`config.mk`:
```
export PLATFORM = sky130hd
export DESIGN_NAME = substring_search_with_stop_char_core
export DESIGN_NICKNAME = d
export VERILOG_FILES = /design/src/hw/rtl/ssrch_pkg.sv /design/src/hw/rtl/substring_search_with_stop_char_core.sv
export SDC_FILE = /design/constraint.sdc
export NUM_CORES = 1
export LEC_CHECK = 0
export ABC_AREA = 1
export CORE_UTILIZATION = 25
export DETAILED_ROUTE_END_ITERATION = 10
export DONT_BUFFER_PORTS = 1
export GPL_ROUTABILITY_DRIVEN = 0
export RECOVER_POWER = 50
export SLEW_MARGIN = 20
export SYNTH_ARGS = -nofsm -noshare
export SYNTH_HDL_FRONTEND = slang
export SYNTH_SLANG_ARGS = --single-unit
```
`constraint.sdc`:
```
create_clock -name i_clk -period 11 [get_ports i_clk]
set_input_delay 1.1 -clock i_clk [delete_from_list [all_inputs] [get_ports i_clk]]
set_output_delay 1.1 -clock i_clk [all_outputs]
set_load 0.01 [all_outputs]
```
`src/hw/rtl/ssrch_pkg.sv`:
```
package ssrch_pkg;

    typedef logic [7:0] t_char;

    localparam t_char STOP_CHAR = 8'h3B;
    localparam t_char NUL_CHAR  = 8'h00;

    localparam int KEY_REG_W = 64;
    localparam int LEN_REG_W = 4;
    localparam int CFG_IDX_W = 1;
    localparam int START_W   = 7;
    localparam int COL_OUT_W = 7;

    typedef logic [CFG_IDX_W-1:0] t_cfg_idx;

    localparam t_cfg_idx REG_KEY_BYTES  = 1'b0;
    localparam t_cfg_idx REG_KEY_LENGTH = 1'b1;

endpackage

```
`src/hw/rtl/substring_search_with_stop_char_core.sv`:
```
// A result beat passes from the input register, which takes the last beat of a card, to the
// result register, which drives the master side (one input register, one result register).
// Throughput: one beat per cycle; a last beat waits in the input register while the
// previous result is still held on the master side, other beats drain past it.
// Reset (i_rst_n low at a rising edge) empties both registers, clears the key
// registers and returns the card state to an empty card searched from column 0.
module substring_search_with_stop_char_core
    import ssrch_pkg::*;
#(
    parameter int KEY_MAX  = 8,
    parameter int CARD_LEN = 128
) (
    input  logic                 i_clk,
    input  logic                 i_rst_n,

    input  logic                 i_cfg_we,
    input  t_cfg_idx             i_cfg_addr,
    input  logic [KEY_REG_W-1:0] i_cfg_data,

    input  logic                 s_axis_tvalid,
    output logic                 s_axis_tready,
    // Bits 7:0 card_byte, bits 14:8 search_start, bit 15 zero.
    input  logic [15:0]          s_axis_tdata,
    // Bit 0 first_of_card.
    input  logic                 s_axis_tuser,
    input  logic                 s_axis_tlast,

    output logic                 m_axis_tvalid,
    input  logic                 m_axis_tready,
    // Bit 0 key_found, bits 7:1 match_column.
    output logic [7:0]           m_axis_tdata
);

    localparam int CW    = $clog2(CARD_LEN + 1);
    localparam int XW    = CW + START_W;
    localparam int WIN_W = 8 * KEY_MAX;
    localparam logic [CW-1:0] CARD_END = CW'(CARD_LEN);
    localparam logic [LEN_REG_W-1:0] LEN_MAX = LEN_REG_W'(KEY_MAX);

    logic [KEY_REG_W-1:0] r_key;
    logic [LEN_REG_W-1:0] r_key_len;

    logic               r_in_valid;
    t_char              r_in_byte;
    logic [START_W-1:0] r_in_start;
    logic               r_in_first;
    logic               r_in_last;

    logic [WIN_W-1:0]   r_win,   n_win;
    logic [CW-1:0]      r_count, n_count;
    logic [START_W-1:0] r_start, n_start;
    logic [CW-1:0]      r_stop,  n_stop;
    logic               r_ended, n_ended;
    logic               r_seen,  n_seen;
    logic [CW-1:0]      r_pos,   n_pos;

    logic                 r_out_valid;
    logic                 r_out_found, n_out_found;
    logic [COL_OUT_W-1:0] r_out_col,   n_out_col;

    logic [LEN_REG_W-1:0] used_len;
    logic                 s1_go;
    logic                 in_accept;

    assign used_len      = (r_key_len > LEN_MAX) ? LEN_MAX : r_key_len;
    assign s1_go         = r_in_valid && (!r_in_last || !r_out_valid || m_axis_tready);
    assign s_axis_tready = !r_in_valid || s1_go;
    assign in_accept     = s_axis_tvalid && s_axis_tready;

    assign m_axis_tvalid = r_out_valid;
    assign m_axis_tdata  = {r_out_col, r_out_found};

    always_comb begin
        logic [CW-1:0]        c;
        logic [CW-1:0]        c_inc;
        logic [CW-1:0]        p;
        logic [CW-1:0]        eff;
        logic                 hit;
        logic [LEN_REG_W-1:0] kdiff;
        logic [XW-1:0]        col_x;

        n_win   = r_win;
        n_count = r_count;
        n_start = r_start;
        n_stop  = r_stop;
        n_ended = r_ended;
        n_seen  = r_seen;
        n_pos   = r_pos;

        if (r_in_first) begin
            n_win   = '0;
            n_count = '0;
            n_start = r_in_start;
            n_stop  = CARD_END;
            n_ended = 1'b0;
            n_seen  = 1'b0;
            n_pos   = '0;
        end

        c     = n_count;
        c_inc = c + CW'(1);
        p     = c_inc - CW'(used_len);
        hit   = 1'b1;
        kdiff = '0;

        if (!n_ended && c < CARD_END) begin
            if (r_in_byte == NUL_CHAR) begin
                n_ended = 1'b1;
            end else begin
                n_win = WIN_W'({n_win, r_in_byte});
                if (r_in_byte == STOP_CHAR && XW'(c) >= XW'(n_start) && c < n_stop) begin
                    n_stop = c;
                end
                for (int i = 0; i < KEY_MAX; i++) begin
                    kdiff = used_len - LEN_REG_W'(i) - LEN_REG_W'(1);
                    if (LEN_REG_W'(i) < used_len &&
                        n_win[8*i +: 8] != r_key[8*kdiff[2:0] +: 8]) begin
                        hit = 1'b0;
                    end
                end
                if (!n_seen && used_len != '0 && c_inc >= CW'(used_len) &&
                    XW'(p) >= XW'(n_start) && p < n_stop && hit) begin
                    n_seen = 1'b1;
                    n_pos  = p;
                end
                n_count = c_inc;
            end
        end

        if (r_in_last) begin
            n_ended = 1'b1;
        end

        eff         = (n_count < n_stop) ? n_count : n_stop;
        n_out_found = 1'b0;
        col_x       = '0;
        if (n_seen) begin
            n_out_found = 1'b1;
            col_x       = XW'(n_pos);
        end else if (used_len == '0 && XW'(n_start) < XW'(eff)) begin
            n_out_found = 1'b1;
            col_x       = XW'(n_start);
        end
        n_out_col = col_x[COL_OUT_W-1:0];
    end

    always_ff @(posedge i_clk) begin
        if (!i_rst_n) begin
            r_key     <= '0;
            r_key_len <= '0;
        end else if (i_cfg_we) begin
            case (i_cfg_addr)
                REG_KEY_BYTES:  r_key     <= i_cfg_data;
                REG_KEY_LENGTH: r_key_len <= i_cfg_data[LEN_REG_W-1:0];
                default: ;
            endcase
        end
    end

    always_ff @(posedge i_clk) begin
        if (!i_rst_n) begin
            r_in_valid <= 1'b0;
        end else if (in_accept) begin
            r_in_valid <= 1'b1;
        end else if (s1_go) begin
            r_in_valid <= 1'b0;
        end
    end

    always_ff @(posedge i_clk) begin
        if (in_accept) begin
            r_in_byte  <= s_axis_tdata[7:0];
            r_in_start <= s_axis_tdata[14:8];
            r_in_first <= s_axis_tuser;
            r_in_last  <= s_axis_tlast;
        end
    end

    always_ff @(posedge i_clk) begin
        if (!i_rst_n) begin
            r_win   <= '0;
            r_count <= '0;
            r_start <= '0;
            r_stop  <= CARD_END;
            r_ended <= 1'b0;
            r_seen  <= 1'b0;
            r_pos   <= '0;
        end else if (s1_go) begin
            r_win   <= n_win;
            r_count <= n_count;
            r_start <= n_start;
            r_stop  <= n_stop;
            r_ended <= n_ended;
            r_seen  <= n_seen;
            r_pos   <= n_pos;
        end
    end

    always_ff @(posedge i_clk) begin
        if (!i_rst_n) begin
            r_out_valid <= 1'b0;
        end else if (s1_go && r_in_last) begin
            r_out_valid <= 1'b1;
        end else if (m_axis_tready) begin
            r_out_valid <= 1'b0;
        end
    end

    always_ff @(posedge i_clk) begin
        if (s1_go && r_in_last) begin
            r_out_found <= n_out_found;
            r_out_col   <= n_out_col;
        end
    end

    a_last_gives_result: assert property (@(posedge i_clk) disable iff (!i_rst_n)
        (s1_go && r_in_last) |=> r_out_valid)
        else $error("last beat of a card did not load a result");

    a_match_in_range: assert property (@(posedge i_clk) disable iff (!i_rst_n)
        r_seen |-> (XW'(r_pos) >= XW'(r_start) && r_pos < r_stop))
        else $error("recorded match lies outside the search range");

    a_count_bound: assert property (@(posedge i_clk) disable iff (!i_rst_n)
        r_count <= CARD_END && r_stop <= CARD_END)
        else $error("column count or stop column beyond card length");

    a_col_zero: assert property (@(posedge i_clk) disable iff (!i_rst_n)
        (r_out_valid && !r_out_found) |-> (r_out_col == '0))
        else $error("match column not zero on a result without a match");

endmodule
```
# Word level (Yosys, flattened, before mapping)
# Index checks and enable logic that the tools add are counted.
# totals
register_bits	192
romBits	0
inputBits	88
ramBits	0
output_inout_bits	10
latchBits	0
n_memories	0
# op_classes
multipliers	0
bitwise	1
eq_ne	9
shifts	8
n_reduce_logical	35
n_div	0
n_mux	44
magnitude_cmp	17
add_sub_neg	16
# ops
operator	count
$shiftx A64 B7 Y8	8
$mux W64	3
$mux W8	14
$ne A8 B8 Y1	8
$lt A8 B8 Y1	3
$sub A3 B1 Y3 const B	8
$mux W1	23
$mux W7	3
$logic_and A1 B1 Y1	20
$ge A8 B7 Y1	2
$lt A3 B4 Y1 const A	4
$sub A3 B3 Y3 const B	4
$add A8 B1 Y8 const B	1
$eq A8 B6 Y1 const B	1
$ge A8 B4 Y1	1
$logic_not A8 Y1	1
$lt A1 B4 Y1 const A	2
$lt A2 B4 Y1 const A	2
$lt A7 B8 Y1	1
$lt A8 B8 Y1 const B	1
$sub A8 B4 Y8	1
$sub A3 B2 Y3 const B	2
$logic_not A1 Y1	5
$gt A4 B4 Y1 const B	1
7 further kinds	11

# Longest topological paths before layout
# depth
word_depth	21
mapped_depth	40
mapped_depth_nobuf	36

# Worst setup path after synthesis
# Ideal clock, no wire load.
# synth_timing
kind	register to register
from	reg r_in_first
to	reg r_out_col[0], data pin
arrival_time_ns	5.068
path_slack_ns	5.679
n_path_buf	7
stages_incl_launch_ff	34
cell_sequence	edfxtp_1 buf_6 buf_2 buf_2 buf_2 clkbuf_1 o21ai_0 ha_1 a21o_1 a211oi_1 nand2_1 nand3_1 clkbuf_1 o21ai_0 nand2_1 o21ai_0 ha_1 a21oi_1 nor2_1 a211oi_1 nand2_1 clkbuf_1 nand2_1 o21ai_0 ha_1 nand2_1 inv_1 nand2_1 nand2_1 nand2_1 nand2_1 nand2_1 nand3_1 nand2_1
# synth_via
elab_chain_len	17
elab_cells_between_ends	67
classes_between	2 x add/sub; 8 x order compare; 7 x eq/ne; 32 x mux; 18 x reduce/logical
# synth_rtl
element	line	source
start: declaration	substring_search_with_stop_char_core.sv:46	logic r_in_first;
start signal: assignment	substring_search_with_stop_char_core.sv:174	r_in_first <= s_axis_tuser;
parallel branches: the longest is 16 deep, another holds $ge A8 B7 Y1	--	
$mux W7 (*)	substring_search_with_stop_char_core.sv:137	if (n_seen) begin
net n_out_col[0]	substring_search_with_stop_char_core.sv:59	logic [COL_OUT_W-1:0] r_out_col, n_out_col;
end signal: assignment	substring_search_with_stop_char_core.sv:212	r_out_col <= n_out_col;
end: declaration	substring_search_with_stop_char_core.sv:59	
# Mark *: on every way through the listed nets, which the timed path passes. The select of a mux whose other input is x is not followed.
# A chain may end at the register's enable or synchronous reset.

# Worst setup path in the final report
# layout_timing
from	reg r_in_first
to	reg r_out_col[1], data pin
# layout_via
elab_cells_between_ends	67
classes_between	2 x add/sub; 8 x order compare; 7 x eq/ne; 32 x mux; 18 x reduce/logical
# layout_lines
element	line	source
$mux W7 (*)	substring_search_with_stop_char_core.sv:90	if (r_in_first) begin
net n_start[0]	substring_search_with_stop_char_core.sv:51	logic [START_W-1:0] r_start, n_start;
$ge A8 B7 Y1	substring_search_with_stop_char_core.sv:111	if (r_in_byte == STOP_CHAR && XW'(c) >= XW'(n_start) && c < n_stop) begin
$logic_and A1 B1 Y1 (2 in a row)	substring_search_with_stop_char_core.sv:111	
$mux W8	substring_search_with_stop_char_core.sv:111	
$mux W8	substring_search_with_stop_char_core.sv:107	if (r_in_byte == NUL_CHAR) begin
$mux W8	substring_search_with_stop_char_core.sv:106	if (!n_ended && c < CARD_END) begin
$mux W8	substring_search_with_stop_char_core.sv:107	
$mux W8	substring_search_with_stop_char_core.sv:106	
$lt A8 B8 Y1	substring_search_with_stop_char_core.sv:134	eff = (n_count < n_stop) ? n_count : n_stop;
$mux W8	substring_search_with_stop_char_core.sv:134	
$lt A7 B8 Y1	substring_search_with_stop_char_core.sv:140	end else if (used_len == '0 && XW'(n_start) < XW'(eff)) begin
$logic_and A1 B1 Y1	substring_search_with_stop_char_core.sv:140	
$mux W7	substring_search_with_stop_char_core.sv:140	
$mux W7 (*)	substring_search_with_stop_char_core.sv:137	
net n_out_col[1]	substring_search_with_stop_char_core.sv:59	
# Mark *: on every way through the listed nets, which the timed path passes. The rest lies on a longest branch. The select of a mux whose other input is x is not followed.

==> impl_metrics.csv <==
group,metric,value,unit
status,status,"finished, violations left",
status,violations,"capacitance limit, slew limit",
worst_hold_path,hp-class,"reg -> reg",
synthesis,synthTopCellsByCount,"383 x nand2_1, 233 x o21ai_0, 232 x inv_1",
critical_path,path_class,"reg -> reg",
synthesis,yosysWarnings,0,
synthesis,syn_inst,1865,
place,port_buffers,0,
power,p_total,1.89,mW
critical_path,cp_max_fo,84,
grt,gr-usage-all-layers,15.0,%
grt,antenna_found_initial,1,
power,p_leak,5.53,nW
flow_run,maxCapViolCount,3,
synthesis,synthMuxAreaShare,0.325,%
synthesis,synthSimpleGateAreaFrac,21.7,%
sta,timing.setup.tns,0,ns
synthesis,async_flop_share,0,%
critical_path,startpoint,"r_in_first",
synthesis,synth.area.top_cells,"dfxtp_1 26%, nand2_1 12%, o21ai_0 9.5%",
place,place_area,12700,um2
critical_path,crit_required,11.22,ns
grt,grt_pass1_vias,10600,
critical_path,arrival,7.17,ns
cts,cts.sinks,183,
sta,slew_violations,271,
grt,grt_max_degree,107,
cells_and_area,final_area,13300,um2
worst_hold_path,holdCritStartpoint,"r_win[26]",
die,start_util,25.6,%
die,die_h,224,um
sta,layout_min_cycle_time,6.95,ns
synthesis,synth_top_family_by_area,"compound AO/OA/AOI/OAI gates",
synthesis,synth_cell_types,51,
synthesis,synth-compound-area-share,24.2,%
die,coreArea,48100,um2
cells_and_area,final_util,27.6,%
cts,cts_htree_levels,4,
cts,cts_tree,"built",
route,route.detailed.drc,0,
die,ios,98,
synthesis,netlist.area_leader.share,25.7,%
synthesis,postSynthAreaPerCell,6.60,um2
place,dp_hpwl,27500,um
critical_path,crit_top_cell,"nand2_1",
die,placementRows,80,
cells_and_area,drive_gt1_share,4.84,%
synthesis,synth_fa_ha_area_share,4.73,%
route,drt-pass1-iter-count,5,
synthesis,syn-num-nets,1999,
sta,tightest_slew,4.33,ns
synthesis,synth-edff-count,25,
grt,grt_pass1_wl,58600,um
power,peakVddDrop,0.119,mV
cts,cts_resized,0,
die,die_w,224,um
synthesis,synth_seq_area_share,31.8,%
critical_path,reg2reg_from,"r_in_first",
critical_path,endpoint_kind,"flop",
sta,fmax,144,MHz
critical_path,critPathSlowestCell,"buf_4",
sta,max_slew_margin,-188,%
die,dieArea,50100,um2
route,wl_per_cell,15.3,um
synthesis,synth.most_common_cell,"nand2_1",
synthesis,synth_top_cell_by_area,"dfxtp_1",
sta,hold_viol_final,0,
grt,grt_overflow,0,
route,first_iter_violations,951,
power,cellPowerDensity,142,nW/um2
synthesis,ys.flop_type,"dfxtp_1",
cts,ctsLongestPathBuffers,2,
cells_and_area,diodes,0,
cts,cts_root_buf,"clkbuf_16",
route,ant_nets,0,
route,viasPerCell,4.79,
critical_path,start_kind,"flop",
cts,worstSkewPairLatency,0.47,ns
route,finalWirelength,37500,um
cts,cts.clk_slew.worst_paths,0.08,ns
sta,rsz0062_at_grt,"no",
cts,post-cts-setup-buffers,0,
critical_path,cpPeakStageDelay,0.70,ns
sta,setup_viol,0,
synthesis,synth-seq-cells,183,
sta,post-route-period-util,63.2,%
cts,cts_hold_buf,0,
cells_and_area,area_delta_synth_final,8.01,%
synthesis,synth_area,12300,um2
cts,cts_buffers,17,
route,vias,11800,
synthesis,synth-xor-area-share,5.48,%
sta,fin_skew,0.0130,ns
cells_and_area,nets,1920,
-- where the power goes --
part	switching, mW	leakage, nW	internal, mW
Clock	0.290	0.284	0.363
Combinational	0.335	3.70	0.156
Sequential	0.0252	1.55	0.721
-- through the flow --
stage          hold WS [ns]  setup slack [ns]  instances
3_5_place_dp          0.451              4.22       2423
5_1_grt               0.477              3.51       2455
2_1_floorplan         0.438              5.68       1865
6_report              0.464              4.05       2455
4_1_cts               0.464              4.20       2455
3_3_place_gp          0.448              4.20       2423
-- kinds of logic after synthesis --
logic type / count (synthesis)
and+or+nand+nor: 653
AOI/OAI and AO/OA: 551
buffers and inverters: 354
DFF: 183
xor gates and xnor gates: 74
adders and majority gates: 46
muxes: 4
-- state kept, by name, summed over array words and instances, names as in the netlist --
| signal | cells |
|---|---|
| r_key_len | 4 |
| r_stop | 8 |
| m_axis_tvalid | 1 |
| r_in_first | 1 |
| r_pos | 7 |
| r_in_byte | 8 |
| r_start | 7 |
| r_seen | 1 |
| r_in_last | 1 |
| r_in_valid | 1 |
| r_key | 64 |
| r_count | 8 |
| r_out_found | 1 |
| r_ended | 1 |
| r_out_col | 7 |
| r_win | 56 |
| r_in_start | 7 |
-- area by class of cell --
cell class | count | area (um2)
Multi-Input combinational cell | 1328 | 6960
Clock inverter | 14 | 185
Fill cell | 5307 | 34800
Sequential cell | 183 | 3910
Clock buffer | 18 | 429
Inverter | 246 | 925
Timing Repair Buffer | 10 | 63.8
Tap cell | 656 | 821
-- path summary, 6_finish.rpt --
check | end | slack, ns | cells past startpoint
max | r_out_col[1] | 4.05 | 33
min | r_win[26] | 0.46 | 2
max reg2reg | r_out_col[1] | 4.05 | 33
min reg2reg | r_win[26] | 0.46 | 2
-- critical path, delay by kind of cell, from the launching register on --
| kind | cells | cell delay, ns |
|---|---|---|
| buffers and inverters | 4 | 1.33 |
| AND/OR/NAND/NOR | 19 | 2.60 |
| flip-flops | 1 | 0.32 |
| AO/OA/AOI/OAI | 7 | 1.46 |
| adder cells (fa/ha/maj) | 3 | 1.01 |
-- per-layer routing --
layer / vias to the layer above / share of wire, % / wire, um / track usage, %
li1: 5935 / - / - / -
met4: 2 / 2.8 / 1050 / 6.16
met2: 403 / 44 / 16600 / 23.5
met1: 5366 / 47 / 17500 / 20.3
met3: 56 / 6.2 / 2310 / 2.58
met5: - / 0.027 / 10 / 0
-- cells in the final DEF (no fill, tap or decap), types with 5 or more instances in the layout --
cell type / n
nand2_1: 383
inv_1: 233
o21ai_0: 233
nor2_1: 181
dfxtp_1: 158
a21oi_1: 122
o21ai_1: 111
xor2_1: 58
ha_1: 45
nand3_1: 34
a211oi_1: 27
edfxtp_1: 25
a31oi_1: 20
clkbuf_16: 17
xnor2_1: 14
nand4_1: 12
o21ai_2: 11
inv_2: 9
a221oi_1: 9
or2_2: 8
nor3_1: 8
nor4_1: 7
o211ai_1: 7
buf_4: 7
nand2_4: 5
clkinvlp_4: 5
No activity file was read; power rests on OpenSTA's default activity.
